**config.mk**
```make
export PLATFORM = sky130hd
export DESIGN_NAME = interleaved_sector_allocator_core_flat
export DESIGN_NICKNAME = d
export VERILOG_FILES = /design/src/hdl/isa_pkg.sv /design/src/hdl/isa_if.sv /design/src/hdl/isa_ctrl.sv /design/src/hdl/isa_dpath.sv /design/src/hdl/interleaved_sector_allocator_core.sv /design/src/flat_wrapper.sv
export SDC_FILE = /design/constraint.sdc
export NUM_CORES = 2
export LEC_CHECK = 0
export BUFFER_PORTS_ARGS = -buffer_cell sky130_fd_sc_hd__buf_2
export CAP_MARGIN = 10
export CORE_MARGIN = 10
export CORE_UTILIZATION = 35
export DETAILED_ROUTE_END_ITERATION = 10
export PLACE_DENSITY = 0.6
export SYNTH_ARGS = -nofsm -noshare
export SYNTH_HDL_FRONTEND = slang
export SYNTH_SLANG_ARGS = --single-unit
```
**constraint.sdc**
```tcl
create_clock -name clk_i -period 5.45 [get_ports clk_i]
set_input_delay 1.09 -clock clk_i [delete_from_list [all_inputs] [get_ports clk_i]]
set_output_delay 1.09 -clock clk_i [all_outputs]
set_load 0.05 [all_outputs]
```
**src/hdl/isa_pkg.sv**
```systemverilog
// Shared types and constants of the interleaved sector allocator.
// Holds request codes, controller states and the command/status structs.
// No dependencies.
`timescale 1ns / 1ps

package isa_pkg;

  localparam int SECT_W     = 8;
  localparam int GRP_W      = 16;
  localparam int GRP_SHIFT  = 4;
  localparam int START_RESET = 245;

  localparam logic [7:0] OWNER_FREE    = 8'hFD;
  localparam logic [7:0] OWNER_MAP     = 8'hF8;
  localparam logic [7:0] OWNER_DAMAGED = 8'hFF;

  localparam logic [7:0] START_SECTOR_RST   = 8'd245;
  localparam logic [7:0] INTERLEAVE_GAP_RST = 8'd13;

  // Register index as taken from paddr[2].
  localparam logic REG_IDX_START = 1'b0;
  localparam logic REG_IDX_GAP   = 1'b1;

  typedef enum logic [1:0] {
    REQ_START = 2'd0,
    REQ_ALLOC = 2'd1,
    REQ_READ  = 2'd2,
    REQ_NONE  = 2'd3
  } req_e;

  typedef enum logic [2:0] {
    ST_IDLE,
    ST_START,
    ST_SRCH1,
    ST_WRITE,
    ST_SRCH2,
    ST_READ,
    ST_FINISH
  } state_e;

  typedef enum logic {
    SRC_CURSOR,
    SRC_GAP
  } srch_src_e;

  typedef struct packed {
    logic      latch;
    logic      clear_map;
    logic      srch_load;
    srch_src_e srch_sel;
    logic      srch_step;
    logic      commit;
    logic      set_cursor;
    logic      set_full;
    logic      rd_issue;
    logic      out_load;
  } isa_cmd_t;

  typedef struct packed {
    logic srch_done;
    logic srch_hit;
  } isa_sts_t;

endpackage

```
**src/hdl/isa_if.sv**
```systemverilog
// Valid/ready channel interfaces of the sector allocator: request and response.
// No dependencies.
`timescale 1ns / 1ps

interface isa_req_if;
  logic       valid;
  logic       ready;
  logic [1:0] req_type;
  logic [6:0] stream_number;
  logic [7:0] block_index;
  logic [7:0] sector_index;

  modport source (output valid, req_type, stream_number, block_index, sector_index,
                  input ready);
  modport sink   (input valid, req_type, stream_number, block_index, sector_index,
                  output ready);
endinterface

interface isa_rsp_if;
  logic       valid;
  logic       ready;
  logic       status;
  logic [7:0] sector;
  logic [7:0] owner_code;
  logic [7:0] block_number;
  logic [7:0] cursor;

  modport source (output valid, status, sector, owner_code, block_number, cursor,
                  input ready);
  modport sink   (input valid, status, sector, owner_code, block_number, cursor,
                  output ready);
endinterface

```
**src/hdl/isa_ctrl.sv**
```systemverilog
// Controller state machine of the sector allocator.
// Depends on isa_pkg; drives the datapath through isa_cmd_t.
`timescale 1ns / 1ps

module isa_ctrl import isa_pkg::*; (
  input  logic       clk_i,
  input  logic       rst_ni,
  input  logic       req_valid_i,
  input  logic [1:0] req_type_i,
  output logic       req_ready_o,
  output logic       rsp_valid_o,
  input  logic       rsp_ready_i,
  input  isa_sts_t   sts_i,
  output isa_cmd_t   cmd_o
);

  state_e state_q, state_d;
  logic   rsp_valid_q, rsp_valid_d;

  always_ff @(posedge clk_i or negedge rst_ni) begin
    if (!rst_ni) begin
      state_q     <= ST_IDLE;
      rsp_valid_q <= 1'b0;
    end else begin
      state_q     <= state_d;
      rsp_valid_q <= rsp_valid_d;
    end
  end

  always_comb begin
    state_d     = state_q;
    cmd_o       = '0;
    req_ready_o = 1'b0;
    case (state_q)
      ST_IDLE: begin
        req_ready_o = 1'b1;
        if (req_valid_i) begin
          cmd_o.latch = 1'b1;
          case (req_e'(req_type_i))
            REQ_START: state_d = ST_START;
            REQ_ALLOC: begin
              cmd_o.srch_load = 1'b1;
              cmd_o.srch_sel  = SRC_CURSOR;
              state_d         = ST_SRCH1;
            end
            REQ_READ:  state_d = ST_READ;
            default:   state_d = ST_FINISH;
          endcase
        end
      end
      ST_START: begin
        cmd_o.clear_map = 1'b1;
        state_d         = ST_FINISH;
      end
      ST_SRCH1: begin
        cmd_o.srch_step = 1'b1;
        if (sts_i.srch_done) begin
          if (sts_i.srch_hit) begin
            state_d = ST_WRITE;
          end else begin
            cmd_o.set_full = 1'b1;
            state_d        = ST_FINISH;
          end
        end
      end
      ST_WRITE: begin
        cmd_o.commit    = 1'b1;
        cmd_o.srch_load = 1'b1;
        cmd_o.srch_sel  = SRC_GAP;
        state_d         = ST_SRCH2;
      end
      ST_SRCH2: begin
        cmd_o.srch_step = 1'b1;
        if (sts_i.srch_done) begin
          cmd_o.set_cursor = sts_i.srch_hit;
          cmd_o.set_full   = !sts_i.srch_hit;
          state_d          = ST_FINISH;
        end
      end
      ST_READ: begin
        cmd_o.rd_issue = 1'b1;
        state_d        = ST_FINISH;
      end
      ST_FINISH: begin
        if (!rsp_valid_q || rsp_ready_i) begin
          cmd_o.out_load = 1'b1;
          state_d        = ST_IDLE;
        end
      end
      default: state_d = ST_IDLE;
    endcase
  end

  always_comb begin
    rsp_valid_d = rsp_valid_q;
    if (cmd_o.out_load) begin
      rsp_valid_d = 1'b1;
    end else if (rsp_ready_i) begin
      rsp_valid_d = 1'b0;
    end
  end

  assign rsp_valid_o = rsp_valid_q;

  // A finished result never overwrites one that is still waiting.
  a_no_overwrite: assert property (@(posedge clk_i) disable iff (!rst_ni)
    cmd_o.out_load |-> (!rsp_valid_q || rsp_ready_i))
    else $error("result register overwritten while held");

  // A new request is taken only with no item in flight.
  a_accept_idle: assert property (@(posedge clk_i) disable iff (!rst_ni)
    cmd_o.latch |=> (state_q != ST_IDLE))
    else $error("accepted request did not leave idle");

  // A waiting response stays offered until the receiver takes it.
  a_rsp_hold: assert property (@(posedge clk_i) disable iff (!rst_ni)
    (rsp_valid_q && !rsp_ready_i) |=> rsp_valid_q)
    else $error("response dropped before it was taken");

endmodule

```
**src/hdl/isa_dpath.sv**
```systemverilog
// Datapath of the sector allocator: sector map memory, written flags, cursor,
// grouped free-sector search and result register. Depends on isa_pkg.
`timescale 1ns / 1ps

module isa_dpath import isa_pkg::*; #(
  parameter int SECTOR_COUNT = 255
) (
  input  logic       clk_i,
  input  logic       rst_ni,
  input  isa_cmd_t   cmd_i,
  output isa_sts_t   sts_o,
  input  logic [1:0] req_type_i,
  input  logic [6:0] stream_number_i,
  input  logic [7:0] block_index_i,
  input  logic [7:0] sector_index_i,
  input  logic [7:0] start_sector_i,
  input  logic [7:0] interleave_gap_i,
  output logic       status_o,
  output logic [7:0] sector_o,
  output logic [7:0] owner_code_o,
  output logic [7:0] block_number_o,
  output logic [7:0] cursor_o
);

  localparam int AW     = $clog2(SECTOR_COUNT);
  localparam int NG     = (SECTOR_COUNT + GRP_W - 1) / GRP_W;
  localparam int GW     = $clog2(NG);
  localparam int CW     = $clog2(NG + 1);
  localparam int FLAT_W = NG * GRP_W;
  localparam logic [7:0] CURSOR_RST =
    8'((START_RESET < SECTOR_COUNT) ? START_RESET : SECTOR_COUNT - 1);
  localparam logic [8:0] SC9   = 9'(SECTOR_COUNT);
  localparam logic [7:0] LAST  = 8'(SECTOR_COUNT - 1);

  // Request fields of the item in flight.
  req_e       req_q;
  logic [6:0] stream_q;
  logic [7:0] block_q;
  logic [7:0] idx_q;

  logic [SECTOR_COUNT-1:0] written_q;
  logic [7:0]              cursor_q;
  logic                    full_q;
  logic                    granted_q;
  logic [7:0]              grant_q;
  logic [7:0]              hit_sec_q;

  logic [15:0] map_mem [SECTOR_COUNT];
  logic [15:0] rd_word_q;
  logic        rd_written_q;

  // Search state.
  logic [GW-1:0] srch_grp_q;
  logic [3:0]    srch_bit_q;
  logic          srch_first_q;
  logic [CW-1:0] srch_cnt_q;

  logic [FLAT_W-1:0] free_flat;
  logic [GRP_W-1:0]  grp_bits;
  logic [GRP_W-1:0]  grp_mask;
  logic [3:0]        hit_pos;
  logic              hit_any;
  logic [7:0]        found_sec;
  logic [7:0]        gap_mod_d;
  logic [7:0]        gap_mod_q;
  logic [7:0]        next_from;
  logic [7:0]        srch_from;

  for (genvar i = 0; i < FLAT_W; i++) begin : g_free
    if (i > 0 && i < SECTOR_COUNT - 1) begin : g_real
      assign free_flat[i] = !written_q[i];
    end else begin : g_fixed
      assign free_flat[i] = 1'b0;
    end
  end

  // One group of sixteen sectors is examined per step, highest sector first.
  always_comb begin
    grp_bits = free_flat[{srch_grp_q, 4'b0000} +: GRP_W];
    grp_mask = srch_first_q ? (16'hFFFF >> (4'd15 - srch_bit_q)) : 16'hFFFF;
    hit_pos  = 4'd0;
    for (int i = 0; i < GRP_W; i++) begin
      if (grp_bits[i] && grp_mask[i]) begin
        hit_pos = 4'(i);
      end
    end
    hit_any   = |(grp_bits & grp_mask);
    found_sec = (8'(srch_grp_q) << GRP_SHIFT) | 8'(hit_pos);
  end

  assign sts_o.srch_hit  = hit_any;
  assign sts_o.srch_done = hit_any || (srch_cnt_q == CW'(NG));

  // Gap reduced modulo the sector count by restoring subtraction, registered.
  // The user must change the gap only while idle; the block does not check.
  always_comb begin
    logic [15:0] r;
    r = {8'h00, interleave_gap_i};
    for (int k = 7; k >= 0; k--) begin
      if (r >= (16'(SECTOR_COUNT) << k)) begin
        r = r - (16'(SECTOR_COUNT) << k);
      end
    end
    gap_mod_d = r[7:0];
  end

  always_comb begin
    logic [8:0] sum;
    sum = {1'b0, hit_sec_q} + SC9 - {1'b0, gap_mod_q};
    if (sum >= SC9) begin
      sum = sum - SC9;
    end
    next_from = sum[7:0];
  end

  assign srch_from = (cmd_i.srch_sel == SRC_GAP) ? next_from : cursor_q;

  always_ff @(posedge clk_i) begin
    gap_mod_q <= gap_mod_d;
    if (cmd_i.srch_load) begin
      srch_grp_q   <= srch_from[GRP_SHIFT +: GW];
      srch_bit_q   <= srch_from[3:0];
      srch_first_q <= 1'b1;
      srch_cnt_q   <= '0;
    end else if (cmd_i.srch_step) begin
      srch_grp_q   <= (srch_grp_q == '0) ? GW'(NG - 1) : srch_grp_q - 1'b1;
      srch_first_q <= 1'b0;
      srch_cnt_q   <= srch_cnt_q + 1'b1;
    end
    if (cmd_i.srch_step && hit_any) begin
      hit_sec_q <= found_sec;
    end
    if (cmd_i.latch) begin
      req_q    <= req_e'(req_type_i);
      stream_q <= stream_number_i;
      block_q  <= block_index_i;
      idx_q    <= sector_index_i;
    end
    if (cmd_i.commit) begin
      grant_q <= hit_sec_q;
    end
  end

  always_ff @(posedge clk_i or negedge rst_ni) begin
    if (!rst_ni) begin
      written_q <= '0;
      cursor_q  <= CURSOR_RST;
      full_q    <= 1'b0;
      granted_q <= 1'b0;
    end else begin
      if (cmd_i.latch) begin
        full_q    <= 1'b0;
        granted_q <= 1'b0;
      end
      if (cmd_i.set_full) begin
        full_q <= 1'b1;
      end
      if (cmd_i.commit) begin
        granted_q                   <= 1'b1;
        written_q[hit_sec_q[AW-1:0]] <= 1'b1;
      end
      if (cmd_i.clear_map) begin
        written_q <= '0;
        cursor_q  <= ({1'b0, start_sector_i} >= SC9) ? LAST : start_sector_i;
      end else if (cmd_i.set_cursor) begin
        cursor_q <= found_sec;
      end
    end
  end

  // Map memory: owner in the upper byte, block number in the lower byte.
  always_ff @(posedge clk_i) begin
    if (cmd_i.commit) begin
      map_mem[hit_sec_q[AW-1:0]] <= {1'b0, stream_q, block_q};
    end
    if (cmd_i.rd_issue) begin
      rd_word_q    <= map_mem[idx_q[AW-1:0]];
      rd_written_q <= written_q[idx_q[AW-1:0]];
    end
  end

  always_ff @(posedge clk_i) begin
    if (cmd_i.out_load) begin
      status_o       <= full_q;
      cursor_o       <= cursor_q;
      sector_o       <= 8'h00;
      owner_code_o   <= 8'h00;
      block_number_o <= 8'h00;
      case (req_q)
        REQ_ALLOC: begin
          if (granted_q) begin
            sector_o       <= grant_q;
            owner_code_o   <= {1'b0, stream_q};
            block_number_o <= block_q;
          end
        end
        REQ_READ: begin
          sector_o <= idx_q;
          if ({1'b0, idx_q} >= SC9) begin
            owner_code_o <= OWNER_DAMAGED;
          end else if (rd_written_q) begin
            owner_code_o   <= rd_word_q[15:8];
            block_number_o <= rd_word_q[7:0];
          end else if (idx_q == 8'h00) begin
            owner_code_o <= OWNER_MAP;
          end else if (idx_q == LAST) begin
            owner_code_o <= OWNER_DAMAGED;
          end else begin
            owner_code_o <= OWNER_FREE;
          end
        end
        default: ;
      endcase
    end
  end

  a_cursor_range: assert property (@(posedge clk_i) disable iff (!rst_ni)
    {1'b0, cursor_q} < SC9)
    else $error("cursor outside medium");

  a_hit_range: assert property (@(posedge clk_i) disable iff (!rst_ni)
    (cmd_i.srch_step && hit_any) |-> ({1'b0, found_sec} < SC9))
    else $error("search found sector outside medium");

  a_commit_free: assert property (@(posedge clk_i) disable iff (!rst_ni)
    cmd_i.commit |-> free_flat[hit_sec_q[GW+3:0]])
    else $error("block recorded on a sector that is not free");

endmodule

```
**src/hdl/interleaved_sector_allocator_core.sv**
```systemverilog
// Top level of the interleaved sector allocator.
// Depends on isa_pkg, isa_if (isa_req_if, isa_rsp_if), isa_ctrl and isa_dpath.
`timescale 1ns / 1ps

// The block keeps the sector map of a tape medium and hands out sectors.
// Requests arrive as beats on req_i (start new map, allocate one block, read
// one map entry); every request gives exactly one response beat on rsp_o,
// in order. The user writes start_sector and interleave_gap over the APB port,
// at byte addresses 0 and 4, only while the block is idle; it is not enforced.
//
// One request is worked on at a time. A start or a read passes from the
// accepting state through its working state (ST_START or ST_READ) to the
// finishing state, where its response beat is loaded into the output register.
// An allocate runs two free-sector searches, each examining one group of 16
// sectors per cycle and ending at the first free sector or once it has come
// round all NG groups (NG = SECTOR_COUNT/16 rounded up); the accept, the commit
// between the searches and the result load come on top. The search loop over
// groups sets how long an allocate holds the block.
//
// After reset the map reads as empty at once: a written flag per sector marks
// entries that hold data, so no clearing pass runs. A start request clears the
// flags all at once. The response sits in an output register; while the
// receiver stalls it holds, and the block still accepts the next request and
// works it up to the point where its result would be loaded.

module interleaved_sector_allocator_core import isa_pkg::*; #(
  parameter int SECTOR_COUNT = 255
) (
  input  logic         clk_i,
  input  logic         rst_ni,
  isa_req_if.sink      req_i,
  isa_rsp_if.source    rsp_o,
  input  logic         psel,
  input  logic         penable,
  input  logic         pwrite,
  input  logic [2:0]   paddr,
  input  logic [31:0]  pwdata,
  output logic [31:0]  prdata,
  output logic         pready
);

  isa_cmd_t cmd;
  isa_sts_t sts;

  logic [7:0] start_sector_q;
  logic [7:0] interleave_gap_q;
  logic       cfg_wr;

  // Configuration registers; the write lands in the access phase.
  assign pready = 1'b1;
  assign cfg_wr = psel && penable && pwrite;

  always_ff @(posedge clk_i or negedge rst_ni) begin
    if (!rst_ni) begin
      start_sector_q   <= START_SECTOR_RST;
      interleave_gap_q <= INTERLEAVE_GAP_RST;
    end else if (cfg_wr) begin
      if (paddr[2] == REG_IDX_START) begin
        start_sector_q <= pwdata[7:0];
      end else begin
        interleave_gap_q <= pwdata[7:0];
      end
    end
  end

  assign prdata = (paddr[2] == REG_IDX_START) ? {24'h000000, start_sector_q}
                                              : {24'h000000, interleave_gap_q};

  isa_ctrl u_ctrl (
    .clk_i       (clk_i),
    .rst_ni      (rst_ni),
    .req_valid_i (req_i.valid),
    .req_type_i  (req_i.req_type),
    .req_ready_o (req_i.ready),
    .rsp_valid_o (rsp_o.valid),
    .rsp_ready_i (rsp_o.ready),
    .sts_i       (sts),
    .cmd_o       (cmd)
  );

  isa_dpath #(
    .SECTOR_COUNT (SECTOR_COUNT)
  ) u_dpath (
    .clk_i            (clk_i),
    .rst_ni           (rst_ni),
    .cmd_i            (cmd),
    .sts_o            (sts),
    .req_type_i       (req_i.req_type),
    .stream_number_i  (req_i.stream_number),
    .block_index_i    (req_i.block_index),
    .sector_index_i   (req_i.sector_index),
    .start_sector_i   (start_sector_q),
    .interleave_gap_i (interleave_gap_q),
    .status_o         (rsp_o.status),
    .sector_o         (rsp_o.sector),
    .owner_code_o     (rsp_o.owner_code),
    .block_number_o   (rsp_o.block_number),
    .cursor_o         (rsp_o.cursor)
  );

endmodule

```
**src/flat_wrapper.sv**
```systemverilog
// flat-port wrapper written by rule: the top's interface ports become plain ports
module interleaved_sector_allocator_core_flat import isa_pkg::*;
#(
  parameter int SECTOR_COUNT = 255
)
  (clk_i, rst_ni, psel, penable, pwrite, paddr, pwdata, prdata, pready, req_i_valid, req_i_req_type, req_i_stream_number, req_i_block_index, req_i_sector_index, req_i_ready, rsp_o_valid, rsp_o_status, rsp_o_sector, rsp_o_owner_code, rsp_o_block_number, rsp_o_cursor, rsp_o_ready);
  isa_req_if req_i_i ();
  isa_rsp_if rsp_o_i ();
  input  logic clk_i;
  input  logic rst_ni;
  input  logic psel;
  input  logic penable;
  input  logic pwrite;
  input  logic [2:0] paddr;
  input  logic [31:0] pwdata;
  output logic [31:0] prdata;
  output logic pready;
  input wire logic [$bits(req_i_i.valid)-1:0] req_i_valid;
  input wire logic [$bits(req_i_i.req_type)-1:0] req_i_req_type;
  input wire logic [$bits(req_i_i.stream_number)-1:0] req_i_stream_number;
  input wire logic [$bits(req_i_i.block_index)-1:0] req_i_block_index;
  input wire logic [$bits(req_i_i.sector_index)-1:0] req_i_sector_index;
  output wire logic [$bits(req_i_i.ready)-1:0] req_i_ready;
  output wire logic [$bits(rsp_o_i.valid)-1:0] rsp_o_valid;
  output wire logic [$bits(rsp_o_i.status)-1:0] rsp_o_status;
  output wire logic [$bits(rsp_o_i.sector)-1:0] rsp_o_sector;
  output wire logic [$bits(rsp_o_i.owner_code)-1:0] rsp_o_owner_code;
  output wire logic [$bits(rsp_o_i.block_number)-1:0] rsp_o_block_number;
  output wire logic [$bits(rsp_o_i.cursor)-1:0] rsp_o_cursor;
  input wire logic [$bits(rsp_o_i.ready)-1:0] rsp_o_ready;
  assign req_i_i.valid = req_i_valid;
  assign req_i_i.req_type = req_i_req_type;
  assign req_i_i.stream_number = req_i_stream_number;
  assign req_i_i.block_index = req_i_block_index;
  assign req_i_i.sector_index = req_i_sector_index;
  assign req_i_ready = req_i_i.ready;
  assign rsp_o_valid = rsp_o_i.valid;
  assign rsp_o_status = rsp_o_i.status;
  assign rsp_o_sector = rsp_o_i.sector;
  assign rsp_o_owner_code = rsp_o_i.owner_code;
  assign rsp_o_block_number = rsp_o_i.block_number;
  assign rsp_o_cursor = rsp_o_i.cursor;
  assign rsp_o_i.ready = rsp_o_ready;
  interleaved_sector_allocator_core #(.SECTOR_COUNT(SECTOR_COUNT)) u_core (.clk_i(clk_i), .rst_ni(rst_ni), .req_i(req_i_i), .rsp_o(rsp_o_i), .psel(psel), .penable(penable), .pwrite(pwrite), .paddr(paddr), .pwdata(pwdata), .prdata(prdata), .pready(pready));
endmodule
```
==> flow_summary.ini <==
[routing]
vias = 80300
drt_first_pass_iters = 7
wl_per_cell_um = 31.2
ant_nets = 0
wirelength_mm = 448
via_per_inst = 5.60
drc = 0
drt_iter0_drc = 9913

[floorplanning]
io_pins = 135
initial_core_util_pct = 35.1
fp.dieW_um = 708
die_h_um = 708
core_um2 = 471000
row_count = 252
fp.dieArea_um2 = 501000

[synth]
synth_area_um2 = 166000
async_reset_ff_share_pct = 6.75
ys_types = 72
ys_seq_area_share_pct = 75.6
synth_edf_count = 3923
ys_ff_latch = 4222
syn_avg_cell_area_um2 = 23.0
synthFlopType = edfxtp_1
yosys_warnings = 0
netlist_instances = 7200

[cells_and_area]
fill_cells = 40700
syn2layout_area_growth_pct = 15.0
fin_util_pct = 40.4
multi_input_area_um2 = 38800
final_nets = 7847
final-seq-area_um2 = 125000
layout-drive-gt1-share_pct = 34.6
largest_reg_flops = 3825

[power_and_ir_drop]
p_seq_share_pct = 48.6
peakVddDrop_v = 0.000426
power_switching_share_pct = 26.0
p_leak_nw = 62.6
switchingPower_w = 0.0200
p_int_w = 0.0569
p_comb_share_pct = 14.2
pwr-share-clk_pct = 37.2
powerDensity_nw_per_um2 = 404

[timing]
setup_viol = 0
relSlewSlack_pct = 19.2
setup_tns_ns = 0
hold_violations = 0
skew_ns = 0.120
finalCriticalPeriod_ns = 4.52
worst_pin_slew_ns = 1.21
slew_viol_final = 0
max_freq_mhz = 221
rsz0062_at_grt = no
min_period_over_period_pct = 83.0

[clock_network]
clk_latency_ns = 1.01
holdBufCountCts = 1
cts_max_path_buffers = 4
htree_num_levels = 5
clkSinkCount = 4222
cts_made_buffers = 423
cts-resized-gates = 0
clk_pin_slew_ns = 0.06
post-cts-setup-buffers = 0
root_buffer = clkbuf_16
cts_tree = built

[grt]
antenna_found_initial = 28
grt_usage_pct = 17.4
grt_max_degree = 201
grt_pass1_vias = 82000
grt_pass1_wl_mm = 631
overflow = 0

[placed_design]
gp_congestion = 0.918
place.port_buffers = 83
hpwl_mm = 274

[worst_setup_path]
rr_worst_depth = 9
critPathLaunchType = flop
endpoint_kind = flop
worstPathMaxFanout = 45
crit_type = reg2reg
rrSetupSlack_ns = 0.93
cp.required_ns = 6.15
r2r-end = u_core.u_dpath.rd_word_q[2]
cp.arrival_ns = 5.22
r2r_start = u_core.u_dpath.idx_q[1]

[worst_hold_path]
worstHoldPathType = in2reg
holdPathEnd = u_core.u_dpath.idx_q[2]
holdPathStages = 1
holdCritStartpoint = req_i_sector_index[2]

[status]
outcome = complete, no violations

[job]
drv_cap = 0
-- logic make-up (layout without fill, tap and decap cells) --
family	count (synthesis)	after routing	synth area share [%]
flops	4222	4222	75.6
mux	1477	1477	19.3
simple gates	525	525	1.36
compound gates	477	477	2.11
buf+inv	469	1368	1.37
fa+ha+maj	16	16	0.125
xor+xnor	12	12	0.0635
other cells	2	28	0.00454
-- how the worst max path moves through the flow --
stage	from	to	cells after the start
after global placement	u_core.u_dpath.idx_q[1]	u_core.u_dpath.rd_word_q[5]	10
after detailed placement	u_core.u_dpath.idx_q[1]	u_core.u_dpath.rd_word_q[5]	10
final	u_core.u_dpath.idx_q[1]	u_core.u_dpath.rd_word_q[2]	9
after CTS	u_core.u_dpath.idx_q[1]	u_core.u_dpath.rd_word_q[5]	10
after global routing	u_core.u_dpath.idx_q[1]	u_core.u_dpath.rd_word_q[5]	10
after floorplan	rsp_o_ready	u_core.u_dpath.block_number_o[0]	2
-- worst max-delay path, cell delays in order, from the launching register on --
cell and delay, ns:
edfxtp_1 1.08, buf_12 0.36, buf_12 0.30, mux4_2 0.37
mux4_2 0.51, mux2i_1 0.70, a21oi_1 0.28, a22oi_1 0.27
buf_4 0.20, nand2_1 0.06
-- metal layers --
metal  global-route usage (%)  wire (um)
met5                        0         85
met4                     5.78      16300
met3                     3.45      39300
met2                     27.6     212000
met1                     24.2     181000
-- power by group through the flow --
stage               clock network (W)  logic [W]  registers, W
global route                   0.0304     0.0115        0.0374
floorplan                           0    0.00615        0.0387
detailed placement                  0     0.0109        0.0380
global placement                    0     0.0107        0.0380
CTS                            0.0292     0.0109        0.0373
finish                         0.0286     0.0109        0.0374
-- Yosys cell counts, types with 41 or more instances --
master,count,area (um^2)
nand2_1,103,387
buf_2,124,621
buf_4,46,345
mux4_2,1373,30900
edfxtp_1,3923,118000
mux2_2,41,462
nor2_1,300,1130
a21o_1,260,1950
mux2i_1,63,631
dfrtp_1,270,6760
buf_1,50,188
clkbuf_1,200,751
o21ai_0,45,225
-- through the flow --
stage	power (W)	hold slack, ns	worst slack, ns	area (um^2)	std cells
finish	0.0770	0.254	0.928	190000	14300
detailed placement	0.0489	0.454	0.924	177000	13600
global placement	0.0487	0.461	0.928	177000	13600
global route	0.0793	0.214	0.841	190000	14300
floorplan	0.0449	0.421	1.26	166000	7223
CTS	0.0774	0.170	0.877	190000	14300
-- layout by cell type, fill, tap and decap left out, types with 24 or more instances in the layout --
master,instances
edfxtp_1,3923
mux4_2,1373
clkbuf_16,425
buf_4,402
dfrtp_1,270
a21o_1,260
nor2_2,181
clkinv_1,114
nor2_1,107
nand2_1,91
buf_2,82
clkbuf_1,76
clkinv_2,75
buf_12,68
mux2i_1,63
o21ai_0,45
mux2_2,41
a21oi_1,35
bufinv_16,34
nor2b_1,31
a22o_1,26
conb_1,25
a211oi_1,24
-- cell type report --
| cell class | instances | area share [%] |
|---|---|---|
| inverters | 29 | 0.0572 |
| clock inverters | 277 | 1.40 |
| multi-input cells | 2532 | 20.4 |
| well taps | 6223 | 4.09 |
| diodes | 3 | 0.00394 |
| repair buffers | 556 | 2.56 |
| clock buffers | 506 | 5.77 |
| flip-flops and latches | 4222 | 65.8 |
Power figures use the tool's default switching activity.
